--- src/hdl/irpd_pkg.sv ---
`default_nettype none
package irpd_pkg;

  localparam int CODE_BITS   = 24;
  localparam int CODE_W      = 24;
  localparam int TIME_W      = 16;
  localparam int CFG_IDX_W   = 8;
  localparam int NUM_BYTES   = CODE_BITS / 8;
  localparam int FRAME_BITS  = 16 * NUM_BYTES;
  localparam int BIT_CNT_W   = (FRAME_BITS > 1) ? $clog2(FRAME_BITS) : 1;

  typedef enum logic [CFG_IDX_W-1:0] {
    REG_HEADER_MARK  = 8'd0,
    REG_HEADER_SPACE = 8'd1,
    REG_ONE_MARK     = 8'd2,
    REG_ONE_SPACE    = 8'd3,
    REG_ZERO_MARK    = 8'd4,
    REG_ZERO_SPACE   = 8'd5,
    REG_FOOTER_MARK  = 8'd6,
    REG_FOOTER_SPACE = 8'd7
  } cfg_reg_t;

  localparam logic [TIME_W-1:0] RST_HEADER_MARK  = 16'd4692;
  localparam logic [TIME_W-1:0] RST_HEADER_SPACE = 16'd4416;
  localparam logic [TIME_W-1:0] RST_ONE_MARK     = 16'd552;
  localparam logic [TIME_W-1:0] RST_ONE_SPACE    = 16'd1656;
  localparam logic [TIME_W-1:0] RST_ZERO_MARK    = 16'd552;
  localparam logic [TIME_W-1:0] RST_ZERO_SPACE   = 16'd552;
  localparam logic [TIME_W-1:0] RST_FOOTER_MARK  = 16'd552;
  localparam logic [TIME_W-1:0] RST_FOOTER_SPACE = 16'd5244;

  typedef struct packed {
    logic [TIME_W-1:0] header_mark;
    logic [TIME_W-1:0] header_space;
    logic [TIME_W-1:0] one_mark;
    logic [TIME_W-1:0] one_space;
    logic [TIME_W-1:0] zero_mark;
    logic [TIME_W-1:0] zero_space;
    logic [TIME_W-1:0] footer_mark;
    logic [TIME_W-1:0] footer_space;
  } timing_t;

  typedef enum logic [1:0] {
    S_IDLE,
    S_HEADER,
    S_BITS,
    S_FOOTER
  } state_t;

  // Byte k (MSB first) followed by its complement, packed MSB first.
  function automatic logic [FRAME_BITS-1:0] build_frame(input logic [CODE_W-1:0] code);
    logic [FRAME_BITS-1:0] frame;
    logic [7:0]            byte_val;
    frame = '0;
    for (int k = 0; k < NUM_BYTES; k++) begin
      byte_val = code[CODE_BITS-8*(k+1) +: 8];
      frame[FRAME_BITS-16*k-1 -: 8]  = byte_val;
      frame[FRAME_BITS-16*k-9 -: 8]  = ~byte_val;
    end
    return frame;
  endfunction

endpackage
`default_nettype wire

--- src/hdl/irpd_code_if.sv ---
`default_nettype none
interface irpd_code_if;
  logic                        valid;
  logic                        ready;
  logic [irpd_pkg::CODE_W-1:0] code;

  modport source (output valid, output code, input ready);
  modport sink   (input valid, input code, output ready);
endinterface
`default_nettype wire

--- src/hdl/irpd_pair_if.sv ---
`default_nettype none
interface irpd_pair_if;
  logic                        valid;
  logic                        ready;
  logic [irpd_pkg::TIME_W-1:0] mark_time;
  logic [irpd_pkg::TIME_W-1:0] space_time;
  logic                        last_pair;

  modport source (output valid, output mark_time, output space_time, output last_pair,
                  input ready);
  modport sink   (input valid, input mark_time, input space_time, input last_pair,
                  output ready);
endinterface
`default_nettype wire

--- src/hdl/irpd_cfg_if.sv ---
`default_nettype none
interface irpd_cfg_if;
  logic                           valid;
  logic                           ready;
  logic [irpd_pkg::CFG_IDX_W-1:0] index;
  logic [irpd_pkg::TIME_W-1:0]    data;

  modport source (output valid, output index, output data, input ready);
  modport sink   (input valid, input index, input data, output ready);
endinterface
`default_nettype wire

--- src/hdl/ir_pulse_distance_frame_encoder.sv ---
`default_nettype none
// Channel   Role    Payload                              Moves
// code_ch   sink    code[23:0]                           one remote code per request
// pair_ch   source  mark_time, space_time, last_pair     one mark/space pair per request
// cfg       sink    index[7:0], data[15:0]               one timing register write
//
// A code is taken while idle, then the sequencer drives header, 16 pairs per
// code byte and footer: 50 pairs, one per cycle while pair_ch does not stall.
// The single frame shift register yields one bit per bit pair. A stall on
// pair_ch freezes the sequencer. code_ch.ready is high only while idle.
// Synchronous reset loads the timing defaults and drops any frame in flight;
// cfg.ready is always high.
module ir_pulse_distance_frame_encoder (
  input  wire logic  clk,
  input  wire logic  rst,
  irpd_code_if.sink  code_ch,
  irpd_pair_if.source pair_ch,
  irpd_cfg_if.sink   cfg
);

  irpd_pkg::timing_t timing;

  irpd_cfg u_cfg (
    .clk    (clk),
    .rst    (rst),
    .cfg    (cfg),
    .timing (timing)
  );

  // Sequencer state
  irpd_pkg::state_t state, state_next;

  // Frame bits, MSB goes out first; shifted left once per emitted bit pair
  logic [irpd_pkg::FRAME_BITS-1:0] frame, frame_next;
  // Bit pairs still to go, minus one
  logic [irpd_pkg::BIT_CNT_W-1:0]  bit_cnt, bit_cnt_next;

  // Output register
  logic                          out_valid, out_valid_next;
  logic [irpd_pkg::TIME_W-1:0]   out_mark, out_mark_next;
  logic [irpd_pkg::TIME_W-1:0]   out_space, out_space_next;
  logic                          out_last, out_last_next;

  logic take_code;   // code request accepted
  logic load;        // output register free for a new pair

  assign code_ch.ready      = (state == irpd_pkg::S_IDLE);
  assign take_code          = code_ch.valid && code_ch.ready;
  assign load               = !out_valid || pair_ch.ready;

  assign pair_ch.valid      = out_valid;
  assign pair_ch.mark_time  = out_mark;
  assign pair_ch.space_time = out_space;
  assign pair_ch.last_pair  = out_last;

  always_ff @(posedge clk) begin
    if (rst) begin
      state     <= irpd_pkg::S_IDLE;
      out_valid <= 1'b0;
      bit_cnt   <= '0;
    end else begin
      state     <= state_next;
      out_valid <= out_valid_next;
      bit_cnt   <= bit_cnt_next;
    end
  end

  always_ff @(posedge clk) begin
    frame     <= frame_next;
    out_mark  <= out_mark_next;
    out_space <= out_space_next;
    out_last  <= out_last_next;
  end

  always_comb begin
    state_next     = state;
    frame_next     = frame;
    bit_cnt_next   = bit_cnt;
    out_mark_next  = out_mark;
    out_space_next = out_space;
    out_last_next  = out_last;
    // a taken pair empties the register unless a new one lands below
    out_valid_next = out_valid && !pair_ch.ready;

    case (state)
      irpd_pkg::S_IDLE: begin
        if (take_code) begin
          frame_next   = irpd_pkg::build_frame(code_ch.code);
          bit_cnt_next = irpd_pkg::BIT_CNT_W'(irpd_pkg::FRAME_BITS - 1);
          state_next   = irpd_pkg::S_HEADER;
        end
      end
      irpd_pkg::S_HEADER: begin
        if (load) begin
          out_valid_next = 1'b1;
          out_mark_next  = timing.header_mark;
          out_space_next = timing.header_space;
          out_last_next  = 1'b0;
          state_next     = irpd_pkg::S_BITS;
        end
      end
      irpd_pkg::S_BITS: begin
        if (load) begin
          out_valid_next = 1'b1;
          out_last_next  = 1'b0;
          if (frame[irpd_pkg::FRAME_BITS-1]) begin
            out_mark_next  = timing.one_mark;
            out_space_next = timing.one_space;
          end else begin
            out_mark_next  = timing.zero_mark;
            out_space_next = timing.zero_space;
          end
          frame_next = {frame[irpd_pkg::FRAME_BITS-2:0], 1'b0};
          if (bit_cnt == '0) begin
            state_next = irpd_pkg::S_FOOTER;
          end else begin
            bit_cnt_next = bit_cnt - 1'b1;
          end
        end
      end
      irpd_pkg::S_FOOTER: begin
        if (load) begin
          out_valid_next = 1'b1;
          out_mark_next  = timing.footer_mark;
          out_space_next = timing.footer_space;
          out_last_next  = 1'b1;
          state_next     = irpd_pkg::S_IDLE;
        end
      end
      default: begin
        state_next = irpd_pkg::S_IDLE;
      end
    endcase
  end

  // A new code always starts with the header pair.
  a_code_starts_header: assert property (@(posedge clk) disable iff (rst)
    take_code |=> state == irpd_pkg::S_HEADER)
    else $error("code accepted without moving to header");

  // Footer load puts a last pair in the output register.
  a_footer_flags_last: assert property (@(posedge clk) disable iff (rst)
    (state == irpd_pkg::S_FOOTER && load) |=> (out_valid && out_last))
    else $error("footer pair missing last flag");

  // A held last pair waits only in idle or ahead of the next frame's header.
  a_last_only_idle: assert property (@(posedge clk) disable iff (rst)
    (out_valid && out_last) |->
      (state == irpd_pkg::S_IDLE || state == irpd_pkg::S_HEADER))
    else $error("last pair shown while frame still running");

  // Final bit pair hands over to the footer.
  a_bits_to_footer: assert property (@(posedge clk) disable iff (rst)
    (state == irpd_pkg::S_BITS && load && bit_cnt == '0) |=> state == irpd_pkg::S_FOOTER)
    else $error("bit count ran out without footer");

endmodule
`default_nettype wire

--- src/hdl/irpd_cfg.sv ---
`default_nettype none
module irpd_cfg (
  input  wire logic        clk,
  input  wire logic        rst,
  irpd_cfg_if.sink         cfg,
  output irpd_pkg::timing_t timing
);

  assign cfg.ready = 1'b1;

  always_ff @(posedge clk) begin
    if (rst) begin
      timing.header_mark  <= irpd_pkg::RST_HEADER_MARK;
      timing.header_space <= irpd_pkg::RST_HEADER_SPACE;
      timing.one_mark     <= irpd_pkg::RST_ONE_MARK;
      timing.one_space    <= irpd_pkg::RST_ONE_SPACE;
      timing.zero_mark    <= irpd_pkg::RST_ZERO_MARK;
      timing.zero_space   <= irpd_pkg::RST_ZERO_SPACE;
      timing.footer_mark  <= irpd_pkg::RST_FOOTER_MARK;
      timing.footer_space <= irpd_pkg::RST_FOOTER_SPACE;
    end else if (cfg.valid) begin
      case (cfg.index)
        irpd_pkg::REG_HEADER_MARK:  timing.header_mark  <= cfg.data;
        irpd_pkg::REG_HEADER_SPACE: timing.header_space <= cfg.data;
        irpd_pkg::REG_ONE_MARK:     timing.one_mark     <= cfg.data;
        irpd_pkg::REG_ONE_SPACE:    timing.one_space    <= cfg.data;
        irpd_pkg::REG_ZERO_MARK:    timing.zero_mark    <= cfg.data;
        irpd_pkg::REG_ZERO_SPACE:   timing.zero_space   <= cfg.data;
        irpd_pkg::REG_FOOTER_MARK:  timing.footer_mark  <= cfg.data;
        irpd_pkg::REG_FOOTER_SPACE: timing.footer_space <= cfg.data;
        default: ;  // unmapped index, write dropped
      endcase
    end
  end

endmodule
`default_nettype wire
--- src/flat_wrapper.sv ---
// flat-port wrapper written by rule: the top's interface ports become plain ports
module ir_pulse_distance_frame_encoder_flat 
  (clk, rst, code_ch_valid, code_ch_code, code_ch_ready, pair_ch_valid, pair_ch_mark_time, pair_ch_space_time, pair_ch_last_pair, pair_ch_ready, cfg_valid, cfg_index, cfg_data, cfg_ready);
  irpd_code_if code_ch_i ();
  irpd_pair_if pair_ch_i ();
  irpd_cfg_if cfg_i ();
  input  wire logic clk;
  input  wire logic rst;
  input wire logic [$bits(code_ch_i.valid)-1:0] code_ch_valid;
  input wire logic [$bits(code_ch_i.code)-1:0] code_ch_code;
  output wire logic [$bits(code_ch_i.ready)-1:0] code_ch_ready;
  output wire logic [$bits(pair_ch_i.valid)-1:0] pair_ch_valid;
  output wire logic [$bits(pair_ch_i.mark_time)-1:0] pair_ch_mark_time;
  output wire logic [$bits(pair_ch_i.space_time)-1:0] pair_ch_space_time;
  output wire logic [$bits(pair_ch_i.last_pair)-1:0] pair_ch_last_pair;
  input wire logic [$bits(pair_ch_i.ready)-1:0] pair_ch_ready;
  input wire logic [$bits(cfg_i.valid)-1:0] cfg_valid;
  input wire logic [$bits(cfg_i.index)-1:0] cfg_index;
  input wire logic [$bits(cfg_i.data)-1:0] cfg_data;
  output wire logic [$bits(cfg_i.ready)-1:0] cfg_ready;
  assign code_ch_i.valid = code_ch_valid;
  assign code_ch_i.code = code_ch_code;
  assign code_ch_ready = code_ch_i.ready;
  assign pair_ch_valid = pair_ch_i.valid;
  assign pair_ch_mark_time = pair_ch_i.mark_time;
  assign pair_ch_space_time = pair_ch_i.space_time;
  assign pair_ch_last_pair = pair_ch_i.last_pair;
  assign pair_ch_i.ready = pair_ch_ready;
  assign cfg_i.valid = cfg_valid;
  assign cfg_i.index = cfg_index;
  assign cfg_i.data = cfg_data;
  assign cfg_ready = cfg_i.ready;
  ir_pulse_distance_frame_encoder u_core (.clk(clk), .rst(rst), .code_ch(code_ch_i), .pair_ch(pair_ch_i), .cfg(cfg_i));
endmodule
--- config.mk ---
export PLATFORM = sky130hd
export DESIGN_NAME = ir_pulse_distance_frame_encoder_flat
export DESIGN_NICKNAME = d
export VERILOG_FILES = /design/src/hdl/irpd_pkg.sv /design/src/hdl/irpd_code_if.sv /design/src/hdl/irpd_pair_if.sv /design/src/hdl/irpd_cfg_if.sv /design/src/hdl/ir_pulse_distance_frame_encoder.sv /design/src/hdl/irpd_cfg.sv /design/src/flat_wrapper.sv
export SDC_FILE = /design/constraint.sdc
export NUM_CORES = 1
export LEC_CHECK = 0
export BUFFER_PORTS_ARGS = -buffer_cell sky130_fd_sc_hd__buf_2
export CAP_MARGIN = 20
export CORE_UTILIZATION = 35
export CTS_BUF_LIST = sky130_fd_sc_hd__clkbuf_8
export CTS_CLUSTER_SIZE = 14
export DETAILED_ROUTE_END_ITERATION = 12
export PLACE_DENSITY = 0.56
export SETUP_SLACK_MARGIN = 0.3
export SLEW_MARGIN = 0
export SYNTH_ARGS = -nofsm -noshare
export SYNTH_HDL_FRONTEND = slang
export SYNTH_HIERARCHICAL = 1
export SYNTH_SLANG_ARGS = --single-unit
--- constraint.sdc ---
create_clock -name clk -period 3.5 [get_ports clk]
set_input_delay 0.175 -clock clk [delete_from_list [all_inputs] [get_ports clk]]
set_output_delay 0.175 -clock clk [all_outputs]
set_load 0.02 [all_outputs]
# Word level (Yosys, flattened, before mapping)
# Index checks and enable logic that the tools add are counted.
# word_totals
elab_cells	90
in_bits	53
output_inout_bits	36
register_bits	218
# classes
muxes	28
n_addsub	1
bitwise_logic	3
reduce_logical	26
eq_ne	17
# op_table
op	count
2-to-1 mux 16 bit	8
2-to-1 mux 48 bit	2
one-hot mux 16 bit (3 select lines)	2
one-hot mux 48 bit (2 select lines)	1
equality test 8 x 3 -> 1 bit, second input constant	4
NOT 8 bit	3
2-to-1 mux 6 bit	3
equality test 8 x 2 -> 1 bit, second input constant	2
AND reduction 2 bit	8
one-hot mux 6 bit (2 select lines)	1
2-to-1 mux 2 bit	5
inequality test 2 x 1 -> 1 bit, second input constant	5
equality test 8 x 1 -> 1 bit, second input constant	1
zero test 8 bit	1
one-hot mux 2 bit (4 select lines)	1
AND reduction 4 bit	2
zero test 6 bit	1
AND reduction 3 bit	2
subtractor 6 x 1 -> 6 bit, second input constant	1
AND reduction 5 bit	1
equality test 2 bit, second input constant	2
2-to-1 mux 1 bit	4
inequality test 2 bit, second input constant	2
nonzero test 2 bit	2
9 further kinds	11

# Depth between registers and ports, before layout
# depth
word_depth	4
mapped_depth	7
mapped_depth_nobuf	6

# Modules after synthesis
# Netlist, hierarchy kept.
# modules_own_cells
mod	area_per_inst_um2	cells_per_inst	seq_area_each_um2	n_inst
irpd_cfg	5031.1	462	2562.5	1
ir_pulse_distance_frame_encoder	4426.7	371	2612.5	1

# Worst setup path before layout
# OpenSTA, ideal clock, no wires.
# synth_path
path_kind	reg2reg
from	register u_core.state[0]
to	register u_core.out_mark (netlist bit u_core/pair_ch.mark_time[0]), enable pin
slack_ps	238
arrival_ps	2831
setup_time_ps	432
t_required_ps	3068
stages_incl_launch_ff	6
period_less_slack_ps	3262
path_buffers	1
cell_sequence	dfxtp_1 inv_1 ha_1 clkbuf_1 or3_1 a21oi_1
# synth_via
elab_chain_len	3
elab_cells_between_ends	8
cone_classes	eq/ne: 6; reduce/logical: 2
# synth_lines
element	line_no	rtl
from (decl)	ir_pulse_distance_frame_encoder.sv:31	irpd_pkg::state_t state, state_next;
from (signal assigned)	ir_pulse_distance_frame_encoder.sv:58	state <= irpd_pkg::S_IDLE;
from (signal assigned)	ir_pulse_distance_frame_encoder.sv:62	state <= state_next;
equality test 2 bit / equality test 2 x 1 -> 1 bit (equally long branches)	ir_pulse_distance_frame_encoder.sv:85	case (state)
inequality test 2 x 1 -> 1 bit (no line) / nonzero test 3 bit (equally long branches)	n/a	
AND reduction 4 bit (no line) *	n/a	
to (signal assigned)	ir_pulse_distance_frame_encoder.sv:70	out_mark <= out_mark_next;
to (decl)	ir_pulse_distance_frame_encoder.sv:40	logic [irpd_pkg::TIME_W-1:0] out_mark, out_mark_next;
# Every way passes the cells marked *; elsewhere a longest branch is shown, timed or not.
# A chain may end at the register's enable or synchronous reset.

# Worst setup path in the final report
# layout_path
from	register u_core.state[0]
to	register u_core/bit_cnt[2] in the netlist's numbering
# layout_via
elab_chain_len	4
elab_cells_between_ends	9
cone_classes	eq/ne: 4; mux: 1; reduce/logical: 4
# layout_lines
element	line_no	rtl
zero test 2 bit	ir_pulse_distance_frame_encoder.sv:47, ir_pulse_distance_frame_encoder.sv:85	
logical AND 1 bit	ir_pulse_distance_frame_encoder.sv:48	assign take_code = code_ch.valid && code_ch.ready;
inequality test 2 bit (no line)	n/a	
AND reduction 4 bit (no line)	n/a	
to (signal assigned)	ir_pulse_distance_frame_encoder.sv:64	bit_cnt <= bit_cnt_next;
to (decl)	ir_pulse_distance_frame_encoder.sv:36	logic [irpd_pkg::BIT_CNT_W-1:0] bit_cnt, bit_cnt_next;
# Several ways; a longest one is shown, not always the timed one.

==> metrics.csv <==
stage,metric,value,unit
sta,clock.fmax,426,MHz
power,leakage,5.01,nW
sta,fin_crit,2350,ps
route,wire_per_inst,16.0,µm
outcome,violations,DRC,
critical_path,path_class,flip-flop to flip-flop,
power,vdd_ir_drop_max,382,µV
route,wirelength,21.1,mm
synthesis,syn_nets,892,
grt,track_usage,15.3,%
sta,finalSetupViolCount,0,
synthesis,syn_area,0.00946,mm²
power,power.density,695,mW/mm²
critical_path,worst_path_max_delay_cell,buf_4,
cts,cts_resized,0,
die,core-area,0.0263,mm²
critical_path,cp.required,3910,ps
finish,final_nets,1006,
die,initial_core_util,36.0,%
cts,postCtsSetupRepairBufs,0,
cts,cts-root-buf,clkbuf_8,
sta,relSlewSlack,43.4,%
placement,placed_area,0.0102,mm²
cts,cts.htree.levels,2,
critical_path,critPathBufInv,2,
cts,clock_latency,530,ps
critical_path,cp_cell_sequence,"inv_1, ha_4, buf_4, a21oi_1, a221o_1",
critical_path,end_kind,flip-flop,
sta,finClkSkew,16.8,ps
critical_path,critPathMaxStageDelay,720,ps
grt,grt_max_degree,85,
outcome,status,"finished, violations left",
grt,grt_overflow,0,
placement,gp_congestion,0.695,
finish,nFillCells,2516,
flow_run,maxCapViolCount,0,
sta,fin_setup_tns,0,ps
sta,min_period_over_period,67.1,%
sta,slew_viol_final,0,
die,rows,59,
sta,worst_pin_slew,847,ps
route,firstDrtPassIters,8,
grt,antenna_found_initial,2,
synthesis,synth-edff-count,81,
cts,cts_buffer_depth,3,
finish,syn2layout_area_growth,19.3,%
route,vias,6253,
route,drtIter0Drc,290,
critical_path,cp.arrival,2760,ps
critical_path,cp_max_fo,84,
critical_path,critPathTopFamily,buffers and inverters,
finish,fin_area,0.0113,mm²
die,die_area,0.0277,mm²
synthesis,ys.flop_type,dfxtp_1,
route,ant_nets,0,
sta,finalHoldViolCount,0,
critical_path,cp-start-kind,flip-flop,
synthesis,yosys_warnings,6,
placement,port_buffers,87,
synthesis,ys_ff_latch,218,
die,die_w,166,µm
min_path,hp-class,primary input to flip-flop,
cts,cts_sinks,218,
synthesis,ys_seq_area_share,54.7,%
route,avgViaCountPerCell,4.76,
cts,clkTransAtPathRegs,50,ps
grt,grt_pass1_wl,33.9,mm
route,drc,14,
cts,cts_tree,built,
die,io_pins,89,
synthesis,syn_avg_cell_area,11.4,µm²
die,die_h,166,µm
sta,rsz0062_at_grt,false,
synthesis,synth_cells,833,
synthesis,async_flop_share,0,%
finish,drive_gt1_share,23.0,%
grt,grt_pass1_vias,6378,
cts,cts_made_buffers,40,
synthesis,synth_cell_type_count,47,
placement,dpl.hpwl,12.2,mm
-- cells by family after synthesis --
kind of cell / share of synthesized area [%]
adder cells (fa/ha/maj): 0.794
flip-flops: 54.7
AO/OA/AOI/OAI: 5.25
buffers and inverters: 3.20
other: 0.0396
AND/OR/NAND/NOR: 15.7
multiplexers: 20.3
-- stage by stage --
stage | hold WS (ps) | power, mW | cells | util [%] | worst slack [ps]
after CTS | 23.9 | 7.99 | 1313 | 42.9 | 1150
after floorplan | 342 | 4.90 | 833 | - | 932
final | 52.6 | 7.84 | 1314 | 42.9 | 1150
after global routing | 52.1 | 8.30 | 1313 | 42.9 | 958
after global placement | 455 | 5.57 | 1207 | 38.7 | 1130
after detailed placement | 459 | 5.57 | 1207 | 38.7 | 1140
-- power breakdown --
group          total, mW  switching, mW  internal (mW)  leakage (nW)
clock               2.33           1.04           1.29         0.473
sequential          3.54          0.159           3.38          1.89
combinational       1.97           1.31          0.659          2.65
total               7.84           2.51           5.33          5.01
-- per-layer routing --
layer	track usage, %	up-vias	share of wire, %
met5	0	-	0.062
met4	5.48	2	2.2
met3	3.48	40	4.7
met2	25.7	118	47
met1	19.3	2953	46
li1	-	3140	-
-- area by class of cell --
cell class | instances | area, µm² | share of cell area [%]
clock inverter | 23 | 97.6 | 0.865
timing repair buffer | 132 | 871 | 7.72
antenna | 1 | 2.50 | 0.0222
tap | 335 | 419 | 3.72
inverter | 6 | 22.5 | 0.200
multi-input combinational | 549 | 4010 | 35.5
sequential | 218 | 5170 | 45.9
clock buffer | 50 | 688 | 6.10
-- worst paths after layout --
check                                       from                        endpoint  slack (ps)  depth (start not counted)
hold / removal                     code_ch_valid  u_core/bit_cnt[4]$_SDFFE_PP0P_          50                          4
setup / recovery    u_core/state[0]$_SDFFE_PP0P_  u_core/bit_cnt[2]$_SDFFE_PP0P_        1150                          5
hold reg to reg   u_core/bit_cnt[3]$_SDFFE_PP0P_  u_core/bit_cnt[3]$_SDFFE_PP0P_         460                          2
setup reg to reg    u_core/state[0]$_SDFFE_PP0P_  u_core/bit_cnt[2]$_SDFFE_PP0P_        1150                          5
-- Yosys cell counts (all sizes together) (2+ instances only) --
library cell / instances / area, µm²
and3: 3 / 20.0
nor2: 50 / 188
nand2: 91 / 342
a41oi: 2 / 17.5
inv: 6 / 22.5
or4: 4 / 35.0
dfxtp: 137 / 2740
nand4: 2 / 25.0
or2: 2 / 15.0
buf: 23 / 141
nand3: 6 / 50.1
a21oi: 3 / 15.0
nand2b: 112 / 701
ha: 6 / 75.1
edfxtp: 81 / 2430
mux2: 56 / 631
nor2b: 4 / 25.0
a22oi: 32 / 240
mux2i: 129 / 1290
clkbuf: 37 / 139
nor3b: 2 / 15.0
o21a: 5 / 37.5
o21ai: 24 / 120
-- sequential cells by signal, indices dropped and copies added, names as in the netlist --
signal / count
u_core/pair_ch.last_pair: 1
u_core/state: 2
u_core/u_cfg/timing: 128
u_core/bit_cnt: 6
u_core/pair_ch.space_time: 16
u_core/frame: 48
u_core/pair_ch.valid: 1
u_core/pair_ch.mark_time: 16
-- worst reg2reg max path, cell delays in order (launching register included) --
cell,delay [ps]
dfxtp_1,330
inv_1,120
ha_4,430
buf_4,740
a21oi_1,270
a221o_1,340
-- layout by cell type (no fill, tap or decap), types with 2 or more instances in the layout --
master         instances
mux2i_1              129
nor2_1                49
nor3b_1                2
a41oi_1                2
dfxtp_1              137
nand2b_1             112
clkbuf_8              50
o21a_1                 5
nand2_1               91
a22oi_1               32
o21ai_0               24
nand4_2                2
a21oi_1                2
or4_1                  2
nor2b_1                4
buf_2                 86
buf_4                 12
mux2_2                56
inv_1                 24
edfxtp_1              81
nand3_2                4
ha_1                   5
nand3_1                2
clkinv_2               2
dlygate4sd3_1         33
and3_1                 2
-- repair_timing --
action                                 CTS  global route
hold buffers                            33             0
endpoints found under the hold margin   71             0
setup endpoints to repair                0             0
Note: power is estimated with default switching activity, not from simulation.
